===== src/rtl/core/bpa_pkg.sv =====
// Shared types and constants for the buddy page allocator.
`default_nettype none
package bpa_pkg;

  // Wide enough for any page index, buddy or region size the parameters allow
  localparam int WIDE_W = 17;
  localparam logic [7:0] COUNT_MAX = 8'd255;
  localparam int QUEUE_DEPTH = 2;

  typedef enum logic [2:0] {
    FN_REBUILD = 3'd0,
    FN_ALLOC   = 3'd1,
    FN_FREE    = 3'd2,
    FN_INCREF  = 3'd3,
    FN_DECREF  = 3'd4,
    FN_GETREF  = 3'd5
  } func_e;

  typedef enum logic [2:0] {
    ST_OK         = 3'd0,
    ST_NOMEM      = 3'd1,
    ST_BADPAGE    = 3'd2,
    ST_UNDERFLOW  = 3'd3,
    ST_REFERENCED = 3'd4
  } status_e;

  // Classified request handed from front to back
  typedef struct packed {
    func_e       func;
    logic [14:0] page;
    logic [3:0]  order;
    logic        page_ok;
  } cmd_t;

  // One result
  typedef struct packed {
    status_e     status;
    logic [14:0] out_page;
    logic [7:0]  count;
    logic        unref;
  } res_t;

endpackage
`default_nettype wire


===== src/rtl/core/bpa_front.sv =====
// Front end: takes stream requests, decodes the function and checks the page range.
`default_nettype none
module bpa_front import bpa_pkg::*; #(
  parameter int NW = 16
) (
  input  wire logic          s_valid_i,
  output logic               s_ready_o,
  input  wire logic [2:0]    func_i,
  input  wire logic [14:0]   page_i,
  input  wire logic [3:0]    order_i,
  input  wire logic [NW-1:0] n_i,
  input  wire logic          init_busy_i,
  input  wire logic          q_full_i,
  output logic               push_o,
  output cmd_t               cmd_o
);

  // Hold off while the queue is full or the memories are being cleared
  assign s_ready_o = !q_full_i && !init_busy_i;
  assign push_o    = s_valid_i && s_ready_o;

  // Classify the request
  always_comb begin
    cmd_o.func    = func_e'(func_i);
    cmd_o.page    = page_i;
    cmd_o.order   = order_i;
    cmd_o.page_ok = WIDE_W'(page_i) < WIDE_W'(n_i);
  end

endmodule
`default_nettype wire


===== config.mk =====
export PLATFORM = sky130hd
export DESIGN_NAME = bpa_front
export DESIGN_NICKNAME = d
export VERILOG_FILES = /design/src/rtl/core/bpa_pkg.sv /design/src/rtl/core/bpa_front.sv
export SDC_FILE = /design/constraint.sdc
export NUM_CORES = 1
export LEC_CHECK = 0
export BUFFER_PORTS_ARGS = -buffer_cell sky130_fd_sc_hd__buf_2
export CAP_MARGIN = 40
export CORE_MARGIN = 4
export CORE_UTILIZATION = 31
export DETAILED_ROUTE_END_ITERATION = 8
export PLACE_DENSITY_LB_ADDON = 0.12
export SLEW_MARGIN = 20
export SYNTH_ARGS = -nofsm -noshare
export SYNTH_HDL_FRONTEND = slang
export SYNTH_SLANG_ARGS = --single-unit

===== constraint.sdc =====
create_clock -name vclk -period 1.35
set_input_delay 0.135 -clock vclk [all_inputs]
set_output_delay 0.135 -clock vclk [all_outputs]
set_load 0.05 [all_outputs]

-- Word level (Yosys, flattened, before mapping)
Cells that the tools add are included.
- reduce and logical (&&, ||, !) cells: 4
- $lt $le $gt $ge: 1
- operators with widths (operator ; count):
    $lt 15x16->1 ; 1
    $logic_and 1x1->1 ; 2
    $logic_not 1->1 ; 2
- logic and storage cells: 5
- flip-flop bits (word level): 0

-- Depth between registers and ports, before layout
Gate-level depths: netlist of run 1.
- word-level depth: 3
- gate-level depth with buffers: 6
- gate-level depth less buffers: 6

-- Worst setup path before layout of run 1
OpenSTA, ideal clock, no wires.
- kind: in2out
- from: in n_i[7]
- to: out cmd_o[0] (netlist name)
- path buffers: 0
- stages: 6
- slack: -498 ps
- arrival time: 1713 ps
- data required time: 1215 ps
- cells stage by stage: inv_1 ha_1 a21oi_2 o21ai_1 a221o_1 a211oi_2
- RTL lines (what ; RTL line ; source):
    start: declaration ; bpa_front.sv:11 ; input wire logic [NW-1:0] n_i,
    end: declaration ; bpa_front.sv:15 ; output cmd_t cmd_o

==> reports/results.tsv, run 1 <==
stage	metric	value	unit
sta	period_needed	1580	ps
synthesis	yosysUniqueCellTypes	19	
sta	slew_violations	0	
synthesis	synth_top_family_by_area	buffers and inverters	
floorplan	core_area	1580	µm²
worst_setup_path	critPathCaptureType	output port	
floorplan	start_util	34.5	%
synthesis	yosys_warnings	0	
power_and_ir_drop	power.leakage	0.465	nW
synthesis	synth-adder-area-share	32.2	%
clock_network	ctsHoldBuffers	0	
power_and_ir_drop	cellPowerDensity	407	nW/µm²
grt	grt_max_degree	4	
floorplan	fp.dieW	49.9	µm
floorplan	die_area	2490	µm²
sta	setup_viol	1	
finish	nFillCells	162	
grt	grt_pass1_vias	491	
synthesis	yosys.area_share.simple	12.2	%
sta	hold_viol	0	
synthesis	synthTopCellsByCount	buf_4 (22), ha_1 (14), inv_1 (14), a21oi_1 (3), nor2_1 (3)	
synthesis	ys_seq_area_share	0	%
sta	rsz0062_at_grt	yes	
grt	grt_pass1_wl	1860	µm
grt	overflow	0	
finish	nClkBuffers	0	
floorplan	dieHeight	49.9	µm
worst_setup_path	cp-startpoint	page_i[10]	
place	place_area	772	µm²
finish	register_area	0	µm²
synthesis	synth_top_area_share	32.2	%
finish	multi_input_area	432	µm²
finish	post-route-util	52.4	%
synthesis	netlist_area	544	µm²
synthesis	syn_avg_cell_area	7.56	µm²
sta	max_slew.worst_pin.slew	252	ps
sta	finalCritPeriodShare	117	%
detailed_routing	detail_route.iter0.violations	0	
place	place_ws	-378	ps
synthesis	synth_area_leaders	ha_1 (32%), buf_4 (30%), inv_1 (9.7%)	
worst_setup_path	critPathRequiredTime	1220	ps
synthesis	synth_compound_area_share	15.6	%
grt	grtUsageTotal	8.64	%
status	status	finished with violations	
synthesis	synth_nets	127	
detailed_routing	wl_per_cell	9.55	µm
synthesis	syn-instance-count	72	
place	io_buffers	52	
finish	n_antenna_cell	0	
synthesis	synthMuxAreaShare	0	%
detailed_routing	drc	0	
worst_setup_path	path_max_fanout	3	
worst_setup_path	max_stage_delay	370	ps
worst_setup_path	cp_cell_sequence	buf_2 -> ha_4 -> and4_4 -> a221o_1 -> a211oi_4 -> buf_6	
worst_setup_path	start_kind	input port	
finish	finalNetCount	160	
detailed_routing	dr.pass1.iters	1	
floorplan	num_rows	14	
finish	drive_gt1_share	70.9	%
detailed_routing	drt-total-wl	1140	µm
status	violations	negative setup slack	
floorplan	ios	66	
finish	seq_cells	0	
detailed_routing	vias_per_cell	4.48	
sta	setup_slack	-227	ps
power_and_ir_drop	fin_total_pwr	0.336	mW
hold_path	hold_start	func_i[1]	
worst_setup_path	worstPathArrival	1440	ps
synthesis	synth_top_area_cell	ha_1	
hold_path	worstHoldPathType	in -> out	
job	cap_viol_max_count	0	
detailed_routing	vias	533	
sta	slew-limit-headroom	83.3	%
detailed_routing	drtAntennaViolNets	0	
synthesis	yosysMostFrequentCell	buf_4	
worst_setup_path	slowest_stage	a221o_1	
grt	antenna_found_initial	0	
finish	postLayoutCellArea	826	µm²
finish	areaGrowthSynthToFinish	51.7	%
power_and_ir_drop	peakVddDrop	190	µV
place	dp_hpwl	1070	µm
worst_setup_path	critical_path_class	in -> out	
synthesis	synth-xor-area-share	0	%
sta	fmax	634	MHz
place	place_congestion	0.648	
==> cells by family after synthesis <==
group / Yosys count
buf+inv: 36
fa+ha+maj: 14
simple gates: 11
compound gates: 11
==> what timing repair did <==
item                       CTS  global route
pin swaps                    2             0
buffers inserted             0             0
setup endpoints to repair    1             1
resized for setup           11             5
==> critical path: cells and delay by family <==
family | cells | cell delay, ps
and+or+nand+nor | 1 | 160
AOI/OAI and AO/OA | 2 | 580
buffers and inverters | 2 | 310
adders and majority gates | 1 | 240
==> layout make-up <==
cell class	count	share of cell area, %
Timing Repair Buffer	53	36.5
Tap cell	16	2.42
Multi-Input combinational cell	36	52.3
Inverter	14	8.79
==> per-stage QoR <==
step / setup TNS (ps) / hold WS [ps] / std cells
floorplan: -230 / 364 / 72
global placement: -371 / 270 / 119
detailed placement: -378 / 270 / 119
CTS: -225 / 270 / 119
global route: -254 / 270 / 119
finish: -227 / 270 / 119
==> where the power goes <==
| part | switching, mW | internal (mW) | leakage, nW |
|---|---|---|---|
| Sequential | 0 | 0 | 0 |
| Combinational | 0.199 | 0.137 | 0.465 |
| Clock | 0 | 0 | 0 |
| Total | 0.199 | 0.137 | 0.465 |
==> worst paths after layout <==
kind | cells past startpoint | end | slack (ps)
worst max-delay path | 6 | cmd_o[0] | -230
worst min-delay path | 0 | cmd_o[21] | 270
==> cell usage in the layout (no fill, tap or decap), drive strengths merged, types with 2 or more instances in the layout <==
cell / instances
ha: 14
inv: 14
nor2: 3
and4: 2
a21oi: 5
buf: 53
nand2: 2
==> per-layer routing <==
metal	wire length, µm	GRT usage, %
met2	511	16.1
met3	174	1.81
met4	4	0.922
met5	0	0
met1	447	10.3
Note: power is estimated with default switching activity, not from simulation.
==> run 2: changes to the inputs <==
--- a/config.mk
+++ b/config.mk
@@ -7,10 +7,11 @@
 export LEC_CHECK = 0
 export BUFFER_PORTS_ARGS = -buffer_cell sky130_fd_sc_hd__buf_2
 export CAP_MARGIN = 40
-export CORE_MARGIN = 4
+export CORE_MARGIN = 5
 export CORE_UTILIZATION = 31
 export DETAILED_ROUTE_END_ITERATION = 8
 export PLACE_DENSITY_LB_ADDON = 0.12
+export SETUP_SLACK_MARGIN = 0.2
 export SLEW_MARGIN = 20
 export SYNTH_ARGS = -nofsm -noshare
 export SYNTH_HDL_FRONTEND = slang
==> run 2 against run 1 <==
Compared with the run above: the flow still finishes with violations (negative setup slack); cell area down 2.4%; non-clock buffer count unchanged; worst hold slack about the same; sequential share of layout area unchanged; utilization down 4.7 points.
==> reports/results.tsv, run 2 (synthesized netlist as in run 1, its figures left out) <==
stage	metric	value	unit
floorplan	dieHeight	51.9	µm
detailed_routing	drt-total-wl	1240	µm
status	status	finished with violations	
detailed_routing	drtAntennaViolNets	0	
grt	grt_pass1_vias	504	
sta	rsz0062_at_grt	yes	
grt	grt_max_degree	4	
finish	seq_cells	0	
power_and_ir_drop	peakVddDrop	153	µV
finish	n_antenna_cell	0	
finish	drive_gt1_share	69.9	%
sta	slew_violations	0	
finish	post-route-util	47.7	%
worst_setup_path	critical_path_class	in -> out	
finish	layout.cells.most_common	buf_2	
sta	setup_slack	-219	ps
grt	grtUsageTotal	8.57	%
detailed_routing	dr.pass1.iters	1	
power_and_ir_drop	pwr-share-seq	0	%
sta	fmax	638	MHz
sta	setup_viol	1	
sta	max_slew.worst_pin.slew	242	ps
sta	slew-limit-headroom	83.9	%
floorplan	core_area	1690	µm²
finish	finalNetCount	160	
grt	antenna_found_initial	0	
detailed_routing	drc	0	
worst_setup_path	start_kind	input port	
grt	grt_pass1_wl	1940	µm
detailed_routing	wl_per_cell	10.3	µm
worst_setup_path	critPathCaptureType	output port	
hold_path	hold_start	order_i[3]	
detailed_routing	vias	525	
finish	register_area	0	µm²
finish	areaGrowthSynthToFinish	48.0	%
worst_setup_path	critPathRequiredTime	1220	ps
power_and_ir_drop	cellPowerDensity	410	nW/µm²
place	io_buffers	52	
floorplan	die_area	2690	µm²
power_and_ir_drop	internal_power	0.133	mW
power_and_ir_drop	p_sw	0.197	mW
power_and_ir_drop	p_clk_share	0	%
sta	period_needed	1570	ps
power_and_ir_drop	p_comb_share	100.0	%
floorplan	start_util	32.2	%
hold_path	hold_end	cmd_o[4]	
finish	nFillCells	177	
worst_setup_path	worstPathArrival	1430	ps
place	place_congestion	0.623	
hold_path	min_path_cells	0	
detailed_routing	vias_per_cell	4.38	
floorplan	ios	66	
power_and_ir_drop	swShare	59.6	%
place	dp_hpwl	1210	µm
clock_network	cts_setup_buffers	0	
sta	hold_ws	270	ps
finish	nClkBuffers	0	
power_and_ir_drop	power.leakage	0.464	nW
detailed_routing	detail_route.iter0.violations	0	
floorplan	fp.dieW	51.9	µm
floorplan	num_rows	15	
hold_path	worstHoldPathType	in -> out	
sta	finalCritPeriodShare	116	%
worst_setup_path	path_max_fanout	3	
sta	hold_viol	0	
job	cap_viol_max_count	0	
sta	fin_setup_tns	-219	ps
finish	most-common-layout-cells	buf_2 (47), inv_1 (8), ha_1 (8)	
status	violations	negative setup slack	
grt	overflow	0	
[run 2: changes by cell type in the layout (fill, tap and decap cells not counted)]
cell	change
a21oi_1	+1
a21oi_2	-1
and2_1	-1
and2_2	+1
buf_2	+1
buf_6	-1
ha_1	+1
ha_4	-1
[run 2: worst max-delay path by stage]
stage	cells after the start	endpoint	slack (ps)	startpoint
floorplan	5	cmd_o[0]	-230	n_i[8]
global placement	7	cmd_o[0]	-370	n_i[8]
detailed placement	7	cmd_o[0]	-370	n_i[8]
CTS	7	cmd_o[0]	-230	page_i[5]
global route	7	cmd_o[0]	-270	page_i[5]
finish	6	cmd_o[0]	-220	page_i[10]
[run 2: per-stage QoR]
step / power (mW) / worst slack, ps / cells / instance area, µm²
after floorplan: 0.299 / -230 / 72 / 651
after global placement: 0.316 / -371 / 120 / 774
after detailed placement: 0.320 / -373 / 120 / 774
after CTS: 0.330 / -225 / 120 / 796
after global routing: 0.364 / -274 / 120 / 806
final: 0.330 / -219 / 120 / 806
[run 2: power by group through the flow]
stage / Clock [mW] / Sequential [mW] / Combinational [mW]
after floorplan: 0 / 0 / 0.299
final: 0 / 0 / 0.330
after global routing: 0 / 0 / 0.364
after detailed placement: 0 / 0 / 0.320
after global placement: 0 / 0 / 0.316
after CTS: 0 / 0 / 0.330
[run 2: timing repair]
item | 4_1_cts | 5_1_grt
hold buffers | 0 | 0
pin swaps | 2 | 0
setup endpoints to repair | 1 | 1
cloned | 0 | 0
gates resized for setup | 9 | 3
[run 2: area by class of cell]
| cell class | instances | area (µm²) | area share [%] |
|---|---|---|---|
| repair buffers | 53 | 295 | 36.6 |
| well taps | 17 | 21.3 | 2.64 |
| inverters | 14 | 72.6 | 9.01 |
| multi-input cells | 36 | 417 | 51.7 |
[run 2: worst max-delay path, cell delays in order]
cell and delay [ps]:
buf_2 120, ha_4 240, and4_4 170, a221o_1 370, a211oi_4 210, buf_6 180
[run 2: per-layer routing]
| metal | global-route usage (%) | part of all wire (%) | up-vias |
|---|---|---|---|
| met2 | 15.5 | 47 | 33 |
| li1 | - | - | 281 |
| met3 | 1.43 | 15 | 0 |
| met1 | 11.0 | 37 | 211 |
| met4 | 0.437 | 0 | 0 |
| met5 | 0 | 0 | - |
==> run 3: changes to the inputs <==
--- a/config.mk
+++ b/config.mk
@@ -12,6 +12,7 @@
 export DETAILED_ROUTE_END_ITERATION = 8
 export PLACE_DENSITY_LB_ADDON = 0.12
 export SETUP_SLACK_MARGIN = 0.2
+export SKIP_LAST_GASP = 1
 export SLEW_MARGIN = 20
 export SYNTH_ARGS = -nofsm -noshare
 export SYNTH_HDL_FRONTEND = slang
==> run 3 against run 2 <==
Compared with the run above: the flow still finishes with violations (negative setup slack); worst hold slack unchanged; combinational power is 3% lower; routed wire length down 0.40%; first-iteration DRC count stayed put; total power fell by 2.9%; worst setup slack lost 33 ps; cell area down 2.8%; non-clock buffer count stayed put.
==> reports/results.tsv, run 3 (synthesized netlist as in run 1, its figures left out) <==
stage	metric	value	unit
status	status	finished with violations	
status	violations	negative setup slack	
finish	drive_gt1_share	67.0	%
sta	period_needed	1600	ps
finish	nClkBuffers	0	
floorplan	fp.dieW	51.9	µm
detailed_routing	wl_per_cell	10.3	µm
grt	overflow	0	
grt	use_met2	15.5	%
floorplan	num_rows	15	
floorplan	core_area	1690	µm²
power_and_ir_drop	power.leakage	0.459	nW
hold_path	worstHoldPathType	in -> out	
detailed_routing	drtAntennaViolNets	0	
hold_path	hold_start	order_i[3]	
sta	fmax	625	MHz
job	cap_viol_max_count	0	
grt	grt_util_met1	11.0	%
hold_path	min_path_cells	0	
sta	setup_slack	-251	ps
grt	grt_pass1_wl	1940	µm
sta	max_slew.worst_pin.slew	241	ps
grt	grt_max_degree	4	
sta	hold_viol	0	
place	dp_hpwl	1210	µm
power_and_ir_drop	cellPowerDensity	409	nW/µm²
finish	nFillCells	182	
floorplan	dieHeight	51.9	µm
detailed_routing	dr.pass1.iters	1	
finish	areaGrowthSynthToFinish	43.9	%
worst_setup_path	start_kind	input port	
power_and_ir_drop	peakVddDrop	149	µV
finish	postLayoutCellArea	783	µm²
worst_setup_path	path_max_fanout	2	
worst_setup_path	worstPathArrival	1470	ps
detailed_routing	vias	522	
finish	n_antenna_cell	0	
power_and_ir_drop	fin_total_pwr	0.321	mW
floorplan	ios	66	
floorplan	die_area	2690	µm²
sta	fin_setup_tns	-251	ps
grt	grt_pass1_vias	504	
grt	antenna_found_initial	0	
place	place_congestion	0.623	
worst_setup_path	critPathCaptureType	output port	
finish	layout.cells.most_common	buf_2	
sta	finalCritPeriodShare	119	%
clock_network	ctsHoldBuffers	0	
sta	setup_viol	1	
detailed_routing	detail_route.iter0.violations	0	
place	place_area	774	µm²
floorplan	start_util	32.2	%
finish	register_area	0	µm²
detailed_routing	drt-total-wl	1230	µm
sta	rsz0062_at_grt	yes	
place	io_buffers	52	
grt	grtUsageTotal	8.57	%
grt	grt-busiest-layer	met2	
detailed_routing	vias_per_cell	4.35	
hold_path	hold_end	cmd_o[4]	
finish	finalNetCount	160	
sta	slew_violations	0	
worst_setup_path	critPathRequiredTime	1220	ps
clock_network	cts_setup_buffers	0	
finish	seq_cells	0	
grt	grt_use_met3	1.43	%
sta	slew-limit-headroom	83.9	%
worst_setup_path	critical_path_class	in -> out	
finish	most-common-layout-cells	buf_2 (50), inv_1 (10), ha_1 (8)	
detailed_routing	drc	0	
run 3: cell count changes in the layout (fill, tap and decap cells not counted):
cell	previous run	this run
a21oi_1	2	3
buf_8	1	0
buf_2	47	50
buf_6	2	1
inv_1	8	10
inv_2	4	2
buf_4	3	2
a21oi_2	3	2
run 3: what timing repair did:
| action | 4_1_cts | 5_1_grt |
|---|---|---|
| endpoints found under the setup margin | 1 | 1 |
| cloned | 0 | 0 |
| gates resized for setup | 3 | 0 |
run 3: report_power, final:
group          leakage [nW]  switching, mW  internal [mW]
combinational         0.459          0.195          0.125
clock                     0              0              0
sequential                0              0              0
total                 0.459          0.195          0.125
run 3: per-stage QoR:
stage               worst slack, ps  instances  util, %  hold WS [ps]
detailed placement             -373        120     45.9           270
global placement               -371        120     45.9           270
global route                   -307        120     46.4           270
finish                         -251        120     46.4           270
CTS                            -260        120     46.4           270
floorplan                      -230         72        -           364
run 3: worst max path at each step:
stage	startpoint	end	cells past startpoint
after floorplan	n_i[8]	cmd_o[0]	5
final	n_i[9]	cmd_o[0]	7
after CTS	n_i[9]	cmd_o[0]	7
after global placement	n_i[8]	cmd_o[0]	7
after global routing	n_i[7]	cmd_o[0]	8
after detailed placement	n_i[8]	cmd_o[0]	7
run 3: layout make-up:
class / count / area (µm²) / area share, %
timing repair buffer: 53 / 277 / 35.3
inverter: 14 / 72.6 / 9.27
multi-input combinational: 36 / 413 / 52.7
tap: 17 / 21.3 / 2.72
run 3: worst max-delay path: stages:
cell and delay, ps:
buf_2 130, inv_8 30, ha_4 220, and4_4 170, a221o_1 370, a211oi_4 210, buf_6 180
run 3: metal layers:
metal	up-vias	part of all wire (%)
met2	33	47
met1	207	37
li1	282	-
met5	-	0
met3	0	15
met4	0	0
