--- src/rtl/core/bpa_pkg.sv ---
// Shared types and constants for the buddy page allocator.
`default_nettype none
package bpa_pkg;

  // Wide enough for any page index, buddy or region size the parameters allow
  localparam int WIDE_W = 17;
  localparam logic [7:0] COUNT_MAX = 8'd255;
  localparam int QUEUE_DEPTH = 2;

  typedef enum logic [2:0] {
    FN_REBUILD = 3'd0,
    FN_ALLOC   = 3'd1,
    FN_FREE    = 3'd2,
    FN_INCREF  = 3'd3,
    FN_DECREF  = 3'd4,
    FN_GETREF  = 3'd5
  } func_e;

  typedef enum logic [2:0] {
    ST_OK         = 3'd0,
    ST_NOMEM      = 3'd1,
    ST_BADPAGE    = 3'd2,
    ST_UNDERFLOW  = 3'd3,
    ST_REFERENCED = 3'd4
  } status_e;

  // Classified request handed from front to back
  typedef struct packed {
    func_e       func;
    logic [14:0] page;
    logic [3:0]  order;
    logic        page_ok;
  } cmd_t;

  // One result
  typedef struct packed {
    status_e     status;
    logic [14:0] out_page;
    logic [7:0]  count;
    logic        unref;
  } res_t;

endpackage
`default_nettype wire

--- src/rtl/core/bpa_queue.sv ---
// Short request queue between the front end and the engine.
`default_nettype none
module bpa_queue import bpa_pkg::*; (
  input  wire logic clk_i,
  input  wire logic rst_ni,
  input  wire logic push_i,
  input  wire cmd_t cmd_i,
  output logic      full_o,
  input  wire logic pop_i,
  output logic      valid_o,
  output cmd_t      cmd_o
);

  localparam int PW = $clog2(QUEUE_DEPTH);

  cmd_t           slot_q [QUEUE_DEPTH];
  logic [PW-1:0]  wr_ptr_q, rd_ptr_q;
  logic [PW:0]    fill_q;

  assign full_o  = fill_q == (PW+1)'(QUEUE_DEPTH);
  assign valid_o = fill_q != '0;
  assign cmd_o   = slot_q[rd_ptr_q];

  // Storage
  always_ff @(posedge clk_i) begin
    if (push_i) slot_q[wr_ptr_q] <= cmd_i;
  end

  // Pointers and fill level
  always_ff @(posedge clk_i or negedge rst_ni) begin
    if (!rst_ni) begin
      wr_ptr_q <= '0;
      rd_ptr_q <= '0;
      fill_q   <= '0;
    end else begin
      if (push_i) wr_ptr_q <= wr_ptr_q + PW'(1);
      if (pop_i)  rd_ptr_q <= rd_ptr_q + PW'(1);
      if (push_i && !pop_i)      fill_q <= fill_q + (PW+1)'(1);
      else if (pop_i && !push_i) fill_q <= fill_q - (PW+1)'(1);
    end
  end

endmodule
`default_nettype wire

--- config.mk ---
export PLATFORM = sky130hd
export DESIGN_NAME = bpa_queue
export DESIGN_NICKNAME = d
export VERILOG_FILES = /design/src/rtl/core/bpa_pkg.sv /design/src/rtl/core/bpa_queue.sv
export SDC_FILE = /design/constraint.sdc
export NUM_CORES = 1
export LEC_CHECK = 0
export BUFFER_PORTS_ARGS = -buffer_cell sky130_fd_sc_hd__buf_2
export CAP_MARGIN = 15
export CORE_ASPECT_RATIO = 1.4
export CORE_MARGIN = 4
export CORE_UTILIZATION = 46
export CTS_CLUSTER_SIZE = 16
export DETAILED_ROUTE_END_ITERATION = 8
export PLACE_DENSITY = 0.74
export SETUP_SLACK_MARGIN = 0.3
export SLEW_MARGIN = 20
export SYNTH_ARGS = -nofsm -noshare
export SYNTH_HDL_FRONTEND = slang
export SYNTH_SLANG_ARGS = --single-unit
--- constraint.sdc ---
create_clock -name clk_i -period 1.8 [get_ports clk_i]
set_input_delay 0.09 -clock clk_i [delete_from_list [all_inputs] [get_ports clk_i]]
set_output_delay 0.09 -clock clk_i [all_outputs]
set_load 0.02 [all_outputs]
Yosys cells after proc, flatten, opt, wreduce, memory -nomap -nowiden. Memory sizes are Yosys's and may differ from the RTL's. Index checks and enable logic that the tools add are counted.

Eq/ne operators: 1. Mux-type cells: 4. Reductions and logical operators: 6. Add/subtract/negate cells: 4.

Operators with widths (count): $mux 2 (2); $reduce_bool 2->1 (2); $add 1x1->1 const B (2); $add 2x1->2 const B (1); $eq 2x2->1 const B (1); $logic_and 1x1->1 (2); $logic_not 1->1 (2); $mux 1 (2); $sub 2x1->2 const B (1).

Bits in registers: 4. Output and inout port bits: 25. Memories kept: 1. RAM bits: 46.

Memory list: slot_q (depth 2, width 23, rd ports 1, clocked after memory_dff 0, write ports 1, line bpa_queue.sv:16) `cmd_t slot_q [QUEUE_DEPTH];`.

Longest topological paths before layout. Gate-level depths: netlist (run 1).

Word-level depth: 4. Depth in mapped cells: 5.

Least setup slack after synthesis (run 1). OpenSTA, ideal clock, no wires.

Kind: register to register. From: register wr_ptr_q. To: memory slot_q[0][0] (netlist name) (enable). Buffers on the path: 0. Setup slack: -0.052 ns. Clock period less this slack: 1.852 ns. Data arrival time: 1.446 ns. Data required time: 1.395 ns. Cell stages (with the launch flop): 2. Library setup time: 0.405 ns. Path through: dfrtp_1 -> nor2b_1.

RTL lines: start, declared (line bpa_queue.sv:17) `logic [PW-1:0] wr_ptr_q, rd_ptr_q;`; start signal, assigned (line bpa_queue.sv:36) `if (push_i) wr_ptr_q <= wr_ptr_q + PW'(1);`; end, declared (line bpa_queue.sv:16).

Straight into the memory's write port.

==> results of run 1 <==
-- final cells by class --
type	instances	area (um2)	area share
Clock buffer	5	68.8	0.0257
Multi-Input combinational cell	34	425	0.159
Tap cell	43	53.8	0.0201
Timing Repair Buffer	82	632	0.236
Sequential cell	50	1480	0.553
Clock inverter	3	16.3	0.00606
Inverter	1	3.75	0.00140
-- routing by layer --
layer | part of all wire | up-vias | wire length [um]
met5 | 0 | - | 0
met1 | 0.36 | 486 | 1150
met2 | 0.58 | 33 | 1860
met4 | 0.012 | 0 | 39
li1 | - | 504 | -
met3 | 0.057 | 5 | 184
-- logic make-up (layout without fill, tap and decap cells) --
family / after synthesis / after routing
buffers and inverters: 4 / 91
muxes: 23 / 23
adders and majority gates: 1 / 1
and+or+nand+nor: 5 / 5
xor gates and xnor gates: 5 / 5
DFF: 50 / 50
-- stage by stage --
step	worst slack, ns	cells	area [um2]	util	power [uW]
final	0.318	218	2680	0.667	3870
after global routing	0.270	218	2680	0.667	4060
after CTS	0.302	217	2590	0.645	3710
after detailed placement	0.572	184	2250	0.560	3050
after global placement	0.609	184	2250	0.560	3000
after floorplan	0.373	88	1950	-	2750
-- flip-flops by register name (all words and copies together), names as in the netlist --
name      count
slot_q       46
fill_q        2
rd_ptr_q      1
wr_ptr_q      1
-- power by group --
| part | switching, uW | leakage (uW) | internal, uW |
|---|---|---|---|
| Clock | 327 | 0.0000416 | 266 |
| Combinational | 774 | 0.000591 | 840 |
| Sequential | 112 | 0.000477 | 1550 |
| Total | 1210 | 0.00111 | 2660 |
-- timing repair --
action / 4_1_cts / 5_1_grt
setup endpoints to repair: 15 / 14
hold buffers: 25 / 0
gates resized for setup: 2 / 20
hold endpoints to repair: 51 / 0
cloned: 0 / 1
-- cells in the final DEF (no fill, tap or decap) --
| cell | n |
|---|---|
| mux2_4 | 21 |
| ha_1 | 1 |
| xnor2_1 | 1 |
| buf_12 | 1 |
| dlygate4sd3_1 | 25 |
| or2_2 | 1 |
| xor2_1 | 4 |
| inv_1 | 1 |
| buf_6 | 7 |
| clkbuf_8 | 5 |
| dfrtp_1 | 3 |
| clkinv_1 | 1 |
| edfxtp_1 | 46 |
| dfrtp_2 | 1 |
| clkbuf_16 | 1 |
| mux2_2 | 2 |
| buf_8 | 1 |
| nor2b_2 | 1 |
| and2_1 | 1 |
| clkinv_2 | 1 |
| nor2_1 | 1 |
| buf_2 | 44 |
| clkinvlp_4 | 1 |
| buf_4 | 3 |
| nor2b_1 | 1 |
-- worst max-delay path by stage --
stage	slack, ns	cells past startpoint	endpoint
final	0.32	3	cmd_o[14]
after global routing	0.27	3	cmd_o[6]
after CTS	0.30	3	cmd_o[3]
after detailed placement	0.57	3	cmd_o[3]
after global placement	0.61	3	cmd_o[2]
after floorplan	0.37	1	slot_q[0][0]
==> reports/results.txt, run 1 <==
The run finished with clean final reports. The via count of the first global-routing pass was 1089; the post-synthesis share of cell area spent on and, or, nand and nor gates was 0.0147. STA classifies the critical path endpoint as an output port. The complex-gate fraction of the synthesized area came out at 0.

The number of clock buffers added by TritonCTS is 5. Synthesis produced 88 cells. The number of max-slew violations in the final report is 0. The initial antenna violation count came out at 0. The layout cell share with drive strength beyond 1 is 0.514. Yosys attributes the largest share of cell area to edfxtp_1 71%, mux2_4 15%, dfrtp_1 5.1%. The number of enable flip-flop cells after synthesis works out to 46. The top-area cell type share of the netlist area works out to 0.708.

The slowest stage of the critical path is the dfrtp_2 cell. The core region is 4020 um2. In this run the remaining antenna-violating nets after routing total 0.

Number of port buffers: 51. For the overall overflow remaining after global route, the log shows 0. The routed layout has 1028 vias.

Along the worst path, the maximum fanout reaches 7. The clock period could shrink to 1.48 ns. The tools report the peak clock frequency supported by timing as 675 MHz.

The layout-stage area growth over the synthesis result was 37.4%; the initial cell density of the core was 0.486. Ranked by instance count, the synthesized netlist is headed by 46 x edfxtp_1, 19 x mux2_4, 4 x dfrtp_1, 4 x mux2_2, 4 x xor2_1. Headroom to the max-slew limit: 0.804. In this run the critical register-to-register path is launched from wr_ptr_q. The parity-gate share of the synthesized area counting xor and xnor cells was 0.0224.

Broken down by cell family, the worst path's largest delay share belongs to flip-flops. For the worst setup path, the data arrival time is 1.39 ns. In this run the most critical hold path is launched from push_i.

The required arrival time at the worst endpoint was 1.71 ns; the total count of hold-check failures in the final report was 0. The run gives 0.229 as the global-route met2 utilization. The Yosys step of the flow raised 0 warnings. The run gives 0.759 as the part of the Yosys area used for sequential elements.

Before antenna repair, the detailed router went through 4 iterations. At the later pin of the worst-skew pair, clock insertion delay measures 0.29 ns. The root buffer cell was clkbuf_8. The tools report the final setup violation count as 0.

After the first detailed-routing iteration, the DRC count stood at 18. At the pin with the least slew margin, the transition time is 0.295 ns. STA classifies the critical path startpoint as a register. The endpoint of the worst hold path is wr_ptr_q.

The combinational family with the most area after synthesis was multiplexers. After synthesis, the mean cell area works out to 22.2 um2. The global placer's final weighted congestion is 0.574, and the number of cells on the worst reg-to-reg path is 2. For the clock skew, the log shows 0.00551 ns. Adding up every negative setup slack in the final design gives 0 ns. Among all cell types in the netlist, the one instantiated most often is edfxtp_1. The total buffers and inverters traversed by the critical path works out to 2. The critical path goes through clkbuf_16 -> mux2_4 -> buf_2. Capturing point of the worst reg2reg path: slot_q[0][17].

Number of cells on the worst hold path: 2. The post-synthesis register bit count works out to 50. Among all flip-flop cells after synthesis, the most frequent one is edfxtp_1.

After detailed routing, the total wire length is 3.23 mm. TritonCTS built the clock tree. The tools report the final-layout worst hold slack as 0.0251 ns. The share of flip-flops with an asynchronous set or reset after synthesis was 0.0800. The mux contribution to synthesized area was 0.169; the count of inserted antenna diode cells was 0.

The run gives 50 as the number of sinks on the clock net. In the final routed layout, each cell accounts on average for 14.8 um. In this run the deepest clock path goes through 2 buffers. met2 is the most crowded layer. Final worst-path cycle share: 0.823.

52 I/O pins were placed. The number of distinct library cells after synthesis was 14. The floorplan step set the die height to 85.1 um. The width of the die was 63.1 um.

The run gives 24 as the pin count of the biggest net entering global routing. The run gives 280 as the number of fill cells. The area of the die came out at 5360 um2. When the netlist entered floorplanning its net count stood at 116. The number of remaining DRC errors was 0; the met3 capacity usage during global routing was 0.0424.

Setup repair after global routing could not meet its margin everywhere. In this design, the stage delay of the slowest critical-path cell is 0.47 ns. Of all cell types, the one taking the most synthesized area is edfxtp_1. Once the clock tree was built, the setup fixing pass inserted 0 buffers.

The tools report the launching element of the worst setup path as rd_ptr_q. The synthesized netlist occupies a cell area of 1950 um2. The worst-case vdd ir drop was 0.756 mV. The wire length of the first global-routing pass was 4.82 mm; the total power density per cell area was 1440 nW/um2. Number of levels in the clock H-tree: 2.

The tightest min-delay check is of the in2reg type. The combined global-route utilization of all metal layers was 0.121; the leakage dissipation was 0.00111 uW. For the fraction of met1 tracks used by global routing, the log shows 0.113. After floorplanning, the core was divided into 27 placement rows. The setup path with the least slack is of type reg2out. The per-cell via count in the routed design was 4.72. The adder-cell share of the synthesized area is 0.00641. The final layout contains 202 nets. Max-cap violations in this run came to 0.

Across all register-to-register paths, the minimum setup slack is 0.66 ns. The CTS clock-pin slew for the worst setup and hold paths works out to 0.08 ns.
No activity file was read; power rests on OpenSTA's default activity.
==> inputs of run 2 (changes only) <==
--- a/config.mk
+++ b/config.mk
@@ -5,14 +5,15 @@
 export SDC_FILE = /design/constraint.sdc
 export NUM_CORES = 1
 export LEC_CHECK = 0
+export ABC_AREA = 1
 export BUFFER_PORTS_ARGS = -buffer_cell sky130_fd_sc_hd__buf_2
 export CAP_MARGIN = 15
 export CORE_ASPECT_RATIO = 1.4
 export CORE_MARGIN = 4
-export CORE_UTILIZATION = 46
+export CORE_UTILIZATION = 51
 export CTS_CLUSTER_SIZE = 16
 export DETAILED_ROUTE_END_ITERATION = 8
-export PLACE_DENSITY = 0.74
+export PLACE_DENSITY = 0.78
 export SETUP_SLACK_MARGIN = 0.3
 export SLEW_MARGIN = 20
 export SYNTH_ARGS = -nofsm -noshare
==> constraint.sdc (replaced) <==
create_clock -name clk_i -period 1.4 [get_ports clk_i]
set_input_delay 0.07 -clock clk_i [delete_from_list [all_inputs] [get_ports clk_i]]
set_output_delay 0.07 -clock clk_i [all_outputs]
set_load 0.02 [all_outputs]
==> run 2 against run 1 <==
  * The flow now finishes with violations (negative setup slack)
  * Synthesized cell count rose by 10%
  * Sequential share of layout area fell by 2.4 points
  * Cell count grew 4.1%
  * Worst setup slack got worse by 0.34 ns
  * Clock skew up 0.0033 ns
  * Global-route usage up 3.9 points
  * First-iteration DRC count rose by 28%
  * Highest routed layer unchanged
==> reports/results.txt, run 2 <==
Category of the most critical setup path: reg2out. The combined global-route utilization of all metal layers came out at 0.160 (+0.0387). The flow ran to the end, but the final reports show violations. The area of the die was 4930 um2 (-8.0%). Summed over all instances, the cell type with the most area after synthesis is edfxtp_1. The overall overflow remaining after global route came out at 0 (unchanged). The worst setup path is launched from a register. Top register by number of flip-flops: slot_q. The register-to-register setup slack is 0.33 ns (-0.33 ns), and the number of top-level design ports is 52 (unchanged). Counting instances in the post-synthesis netlist gives the leading cell types as 46 x edfxtp_1, 19 x mux2_4, 7 x inv_1, 6 x nand2_1. The tools report the number of sinks on the clock net as 50 (unchanged). The tools report the number of fill cells as 199 (-29%). The headroom to the max-slew limit is 0.879 (+0.0758), and the peak clock frequency supported by timing is 705 MHz. Setup repair after global routing could not meet its margin everywhere. Die extent in y: 81.5 um (-4.2%). For the number of remaining DRC errors, the log shows 0 (unchanged). Buffer levels on the longest clock path: 2 (unchanged). The post-synthesis cell count was 97 (+10%). For the clock skew, the log shows 0.00884 ns (+0.00333 ns). The detailed placer's ending HPWL was 2.25 mm; the count of inserted antenna diode cells was 0 (unchanged). The tools report the net count after synthesis as 125 (+7.8%). For the global placer's final weighted congestion, the log shows 0.656 (+14%). The tools report the initial antenna violation count as 0 (unchanged).

The row count is 26 (-3.7%), and the final worst-path cycle share is 1.01. For the via count, the log shows 1102 (+7.2%). Width of the die: 60.5 um (-4.0%).

The number of warning messages in the yosys log was 0 (unchanged); the detailed router's first-iteration violation count was 23 (+5). The flip-flop count of the largest register after layout is 46 (unchanged). The share of flip-flops with an asynchronous set or reset after synthesis was 0.0800 (unchanged). The cell family contributing the most delay on the critical path is flip-flops.

Endpoint kind of the worst setup timing path: an output port. The logs give 0.00116 uW (+4.4%) for the leakage dissipation and -0.0186 ns (-0.337 ns) for the worst setup slack after layout. Number of distinct library cells after synthesis: 14 (unchanged). The area of the core was 3680 um2 (-8.6%); the part of the Yosys area used for sequential elements was 0.752 (-0.00675). The total of max-cap violations was 0 (unchanged); the average detailed-routed wire length per instance was 16.1 um (+8.6%). The layout net count came out at 212 (+5.0%). The layout-stage area growth over the synthesis result was 42.6%.

The largest registers in the layout are slot_q x46, fill_q x2. The instance count on the critical path was 3 (unchanged); the largest fanout on the critical path was 7 (unchanged). The run gives 3 (-1) as the number of search-and-repair iterations in the first detailed-routing pass.

For the final setup TNS, the log shows -0.142 ns (-0.142 ns). The worst hold path belongs to the class in2reg. By area the synthesized netlist is led by edfxtp_1 70%, mux2_4 14%, dfrtp_1 5.1%.

The final instance count without filler cells is 227 (+4.1%). The critical path data arrival time was 1.35 ns (-0.04 ns). The mean instance size in the synthesized netlist was 20.3 um2 (-8.5%); the per-cell via count in the routed design was 4.85 (+2.9%). The cell with the most instances after synthesis was edfxtp_1. The tools report the number of buffers added by the clock tree synthesis step as 5 (unchanged). Number of max-slew violations in the final report: 0 (unchanged). Wire length of the first global-routing pass: 5.38 mm (+12%).

The count of nets left with antenna violations after detail routing is 0 (unchanged). For the initial cell density of the core, the log shows 0.536 (+0.0502). The worst hold path begins at push_i. The critical path goes through buf_6 -> mux2_2 -> buf_2. The top flip-flop cell by instance count after synthesis was edfxtp_1. The tools report the via count of the first global-routing pass as 1164 (+6.9%).

The tools report the instance count after placement with tap cells included as 192 (+4.3%). The checks that failed: negative setup slack. In this run the clock root is driven by a clkbuf_8. TritonCTS built the clock tree.

The final critical path time including I/O delays and setup was 1.42 ns. The clock insertion delay at the later pin of the skew report is 0.29 ns (about the same). The worst register-to-register path ends at fill_q[1]. The slowest library cell on the worst path was dfrtp_2. Pin count of the biggest net entering global routing: 24 (unchanged). Slew at the pin closest to its max-slew limit: 0.181 ns (-0.114 ns). The final setup violation count was 14 (+14). In this run the critical register-to-register path is launched from fill_q[0]. The critical path's largest stage delay was 0.42 ns (-0.05 ns); the post-synthesis register bit count was 50 (unchanged). The total power density per cell area is 1880 nW/um2 (+30%). The number of port buffers came out at 51 (unchanged). The total count of hold-check failures in the final report was 0 (unchanged); the CTS clock-pin slew for the worst setup and hold paths was 0.08 ns (about the same). The number of enable flip-flop cells after synthesis works out to 46 (unchanged). Area of the mapped netlist: 1970 um2 (+0.90%). The critical path starts at rd_ptr_q. The library cells used most frequently in the layout, excluding fill and tap cells, are 46 x edfxtp_1, 30 x buf_2, 25 x dlygate4sd3_1, 22 x buf_6, 19 x mux2_4.

The library cell used most frequently in the layout, excluding fill and tap cells, is edfxtp_1. The total length of routed wires is 3.65 mm (+13%), and the layout cell share with drive strength beyond 1 is 0.519 (+0.00463). The required arrival time at the worst endpoint came out at 1.33 ns (-0.38 ns). The tools report the end point of the critical path as cmd_o[7].

The top-area cell type share of the netlist area is 0.701 (-0.00629). The total buffers and inverters traversed by the critical path was 2 (unchanged); the number of cells on the worst reg-to-reg path was 5 (+3). The tools report the number of levels in the clock H-tree as 2 (unchanged). The worst-case vdd ir drop was 1.48 mV (+96%).
[run 2: routing by layer]
layer / GRT usage / vias up / part of all wire
li1: - / 531 / -
met1: 0.160 / 530 / 0.34
met2: 0.294 / 34 / 0.58
met3: 0.0330 / 7 / 0.044
met4: 0.0911 / 0 / 0.028
met5: 0 / - / 0
[run 2: worst min path at each step]
stage	end	slack [ns]	cells past startpoint
after floorplan	fill_q[0]	-0.23	0
after global placement	fill_q[0]	-0.12	1
after detailed placement	wr_ptr_q	-0.11	1
after CTS	wr_ptr_q	0.02	2
after global routing	wr_ptr_q	0.04	2
final	wr_ptr_q	0.03	2
[run 2: final cells by class]
class,count,area (um2),area share
Clock inverter,3,11.3,0.00401
Multi-Input combinational cell,37,430,0.153
Sequential cell,50,1480,0.529
Timing Repair Buffer,83,731,0.260
Clock buffer,5,68.8,0.0245
Tap cell,42,52.6,0.0187
Inverter,7,30.0,0.0107
[run 2: cells by family after synthesis]
logic type	Yosys count	share of synthesized area
flops	50	0.752
mux	23	0.168
buf+inv	10	0.0394
simple gates	10	0.0210
xor+xnor	3	0.0133
fa+ha+maj	1	0.00635
[run 2: per-stage QoR]
step                      setup slack [ns]  hold slack [ns]  utilization  power, uW  cell area [um2]
after floorplan                      0.225           -0.226            -       3560             1980
after global placement               0.278           -0.121        0.626       3940             2300
after detailed placement             0.241           -0.113        0.626       4010             2300
after CTS                          -0.0713           0.0173        0.719       4840             2640
after global routing               -0.0843           0.0414        0.764       5550             2810
final                              -0.0186           0.0308        0.764       5280             2810
[run 2: report_power, final]
| part | leakage, uW | switching [uW] | internal [uW] |
|---|---|---|---|
| logic | 0.000641 | 1110 | 1280 |
| registers | 0.000477 | 148 | 2000 |
| clock network | 0.0000407 | 409 | 334 |
[run 2: timing repair]
item                                    4_1_cts  5_1_grt
buffers inserted                              1        1
endpoints found under the setup margin       24       59
hold endpoints to repair                     51        0
hold buffers                                 25        0
gates resized for setup                       1       52
pin swaps                                     0        1
==> inputs of run 3 (changes only) <==
--- a/config.mk
+++ b/config.mk
@@ -5,10 +5,10 @@
 export SDC_FILE = /design/constraint.sdc
 export NUM_CORES = 1
 export LEC_CHECK = 0
-export ABC_AREA = 1
+export ABC_AREA = 0
 export BUFFER_PORTS_ARGS = -buffer_cell sky130_fd_sc_hd__buf_2
 export CAP_MARGIN = 15
-export CORE_ASPECT_RATIO = 1.4
+export CORE_ASPECT_RATIO = 1.75
 export CORE_MARGIN = 4
 export CORE_UTILIZATION = 51
 export CTS_CLUSTER_SIZE = 16
==> run 3 against run 2 <==
  * The run still ends with negative setup slack left
  * Utilization up 2.1 points
  * Sequential power is essentially flat
  * Non-clock buffer count increased by 5
  * Routed wire length increased by 4.0%
  * Via count decreased by 2.1%
  * Critical path type unchanged
  * Largest cell class unchanged
  * Highest routed layer unchanged
==> reports/results.txt, run 3 (same netlist as run 1, synthesis figures left out) <==
The flow ran to the end, but the final reports show violations. The final reports fail on negative setup slack. Total length of routed wires: 3.80 mm (+4.0%). The count of nets left with antenna violations after detail routing is 0 (unchanged). The register with the most flip-flops in the final layout is slot_q.

The layout net count is 208 (-1.9%). STA classifies the critical path endpoint as an output port. The final critical path time including I/O delays and setup works out to 1.47 ns (+0.0532 ns). The via count came out at 1079 (-2.1%). The critical path's largest stage delay is 0.49 ns (+0.07 ns). The logs give 50 (unchanged) for the number of sinks on the clock net and 0.606 (-7.6%) for the global placer's final weighted congestion. For the detailed placer's ending HPWL, the log shows 2.31 mm (+2.8%). The startpoint class of the critical path is a register. In the layout the commonest cells are 46 x edfxtp_1, 29 x buf_6, 26 x buf_2, 25 x dlygate4sd3_1, 23 x mux2_4.

The number of port buffers works out to 51 (unchanged). The layout cell share with drive strength beyond 1 came out at 0.544 (+0.0255). The CTS clock-pin slew for the worst setup and hold paths is 0.07 ns (about the same), and the count of inserted antenna diode cells is 0 (unchanged). The run gives 29 (+26%) as the detailed router's first-iteration violation count. The logs give 5 (unchanged) for the number of buffers added by the clock tree synthesis step and 29 (+12%) for the row count. The logs give 0 (unchanged) for the initial antenna violation count and 0.533 (-0.00313) for the initial cell density of the core.

For the area of the die, the log shows 4920 um2 (-0.28%). Family with the most delay on the worst path: flip-flops. The wire length of the first global-routing pass was 5.15 mm (-4.2%).

The tools report the worst-case vdd ir drop as 1.45 mV (-2.2%). The launching element of the worst setup path was rd_ptr_q. The clock skew is 0.00646 ns (-0.00238 ns).

TritonCTS built the clock tree. The leakage dissipation is 0.00120 uW (+3.9%), and the via count of the first global-routing pass is 1133 (-2.7%). The tools report the critical path data arrival time as 1.40 ns (+0.05 ns). The number of top-level design ports was 52 (unchanged); the largest fanout on the critical path was 7 (unchanged). The flip-flop count of the largest register after layout is 46 (unchanged). The sequential cell area in the final layout came out at 1480 um2 (about the same). Area occupied by multi-input gates: 450 um2 (+4.7%).

The run gives 199 (unchanged) as the number of fill cells. The tools report the root buffer cell as clkbuf_8. Die extent in y: 89.8 um (+10%).

The startpoint of the lowest-slack register-to-register path is wr_ptr_q. The critical path in this run is classified as reg2out. The library cell used most frequently in the layout, excluding fill and tap cells, is edfxtp_1. The peak clock frequency supported by timing is 679 MHz (-3.6%). The tools report the combined global-route utilization of all metal layers as 0.149 (-0.0108).

The worst slack at placement is 0.238 ns (-0.00343 ns). Final setup violation count: 23 (+9). The total of max-cap violations was 0 (unchanged); the overall overflow remaining after global route was 0 (unchanged). The slew at the pin closest to its max-slew limit is 0.194 ns (+0.0135 ns), and the number of levels in the clock H-tree is 2 (unchanged). Required arrival time at the worst endpoint: 1.33 ns (about the same). The number of search-and-repair iterations in the first detailed-routing pass was 4 (+1). The slowest library cell on the worst path was dfrtp_2. The largest registers in the layout are slot_q x46, fill_q x2. The area of the core is 3660 um2 (-0.31%). The final worst-path cycle share is 1.05 (+0.0380), and the total power density per cell area is 1930 nW/um2 (+2.5%).

The per-cell via count in the routed design was 4.77 (-1.7%). Setup repair after global routing could not meet its margin everywhere. The tools report the startpoint of the worst hold path as push_i. The critical path goes through clkbuf_16 -> mux2_4 -> buf_6.

For the post-layout total power, the log shows 5550 uW (+5.0%). The headroom to the max-slew limit came out at 0.870 (-0.00900). The number of max-slew violations in the final report is 0 (unchanged), and the layout-stage area growth over the synthesis result is 47.4%.

The logs give 0 (unchanged) for the number of remaining DRC errors and 0.0247 ns (-0.00616 ns) for the final-layout worst hold slack. The clock insertion delay at the later pin of the skew report was 0.29 ns (about the same); the pin count of the biggest net entering global routing was 16 (-33%). For the total count of hold-check failures in the final report, the log shows 0 (unchanged).

The width of the die was 54.8 um (-9.5%). The average detailed-routed wire length per instance works out to 16.8 um (+4.4%). The worst setup slack after layout was -0.0718 ns (-0.0532 ns). In this run the worst hold path is classified as in2reg. The buffer levels on the longest clock path is 2 (unchanged), and the total buffers and inverters traversed by the critical path is 2 (unchanged).
[run 3: final timing paths]
| path | to | slack [ns] | cells after the start |
|---|---|---|---|
| min reg2reg | wr_ptr_q | 0.55 | 1 |
| min | wr_ptr_q | 0.02 | 2 |
| max | cmd_o[19] | -0.07 | 3 |
| min in group asynchronous | fill_q[1] | 0.12 | 2 |
| max in group asynchronous | rd_ptr_q | 1.15 | 2 |
| max reg2reg | slot_q[1][5] | 0.33 | 2 |
[run 3: per-layer routing]
| layer | GRT usage | up-vias | wire length (um) |
|---|---|---|---|
| li1 | - | 513 | - |
| met1 | 0.156 | 529 | 1340 |
| met2 | 0.265 | 35 | 2270 |
| met3 | 0.0464 | 2 | 178 |
| met4 | 0.0437 | 0 | 17 |
| met5 | 0 | - | 0 |
[run 3: power by group]
group / internal (uW) / switching [uW]
registers: 2000 / 162
logic: 1510 / 1130
clock network: 335 / 409
total: 3850 / 1700
[run 3: stage by stage]
step / area (um2) / setup TNS (ns) / util / instances
global route: 2880 / -2.26 / 0.785 / 226
global placement: 2280 / 0 / 0.622 / 188
floorplan: 1960 / 0 / - / 88
detailed placement: 2280 / 0 / 0.622 / 188
CTS: 2680 / -0.833 / 0.731 / 223
finish: 2880 / -1.21 / 0.785 / 226
[run 3: layout make-up]
class / count / share of cell area
flip-flops and latches: 50 / 0.515
repair buffers: 88 / 0.280
multi-input cells: 34 / 0.157
clock buffers: 5 / 0.0239
well taps: 46 / 0.0200
clock inverters: 2 / 0.00348
inverters: 1 / 0.00130
[run 3: timing repair]
| action | in CTS | in global routing |
|---|---|---|
| pin swaps | 0 | 1 |
| resized for setup | 17 | 49 |
| endpoints found under the setup margin | 45 | 40 |
| endpoints found under the hold margin | 51 | 0 |
| gates cloned | 1 | 1 |
| hold buffers | 25 | 0 |
| buffers inserted | 2 | 2 |
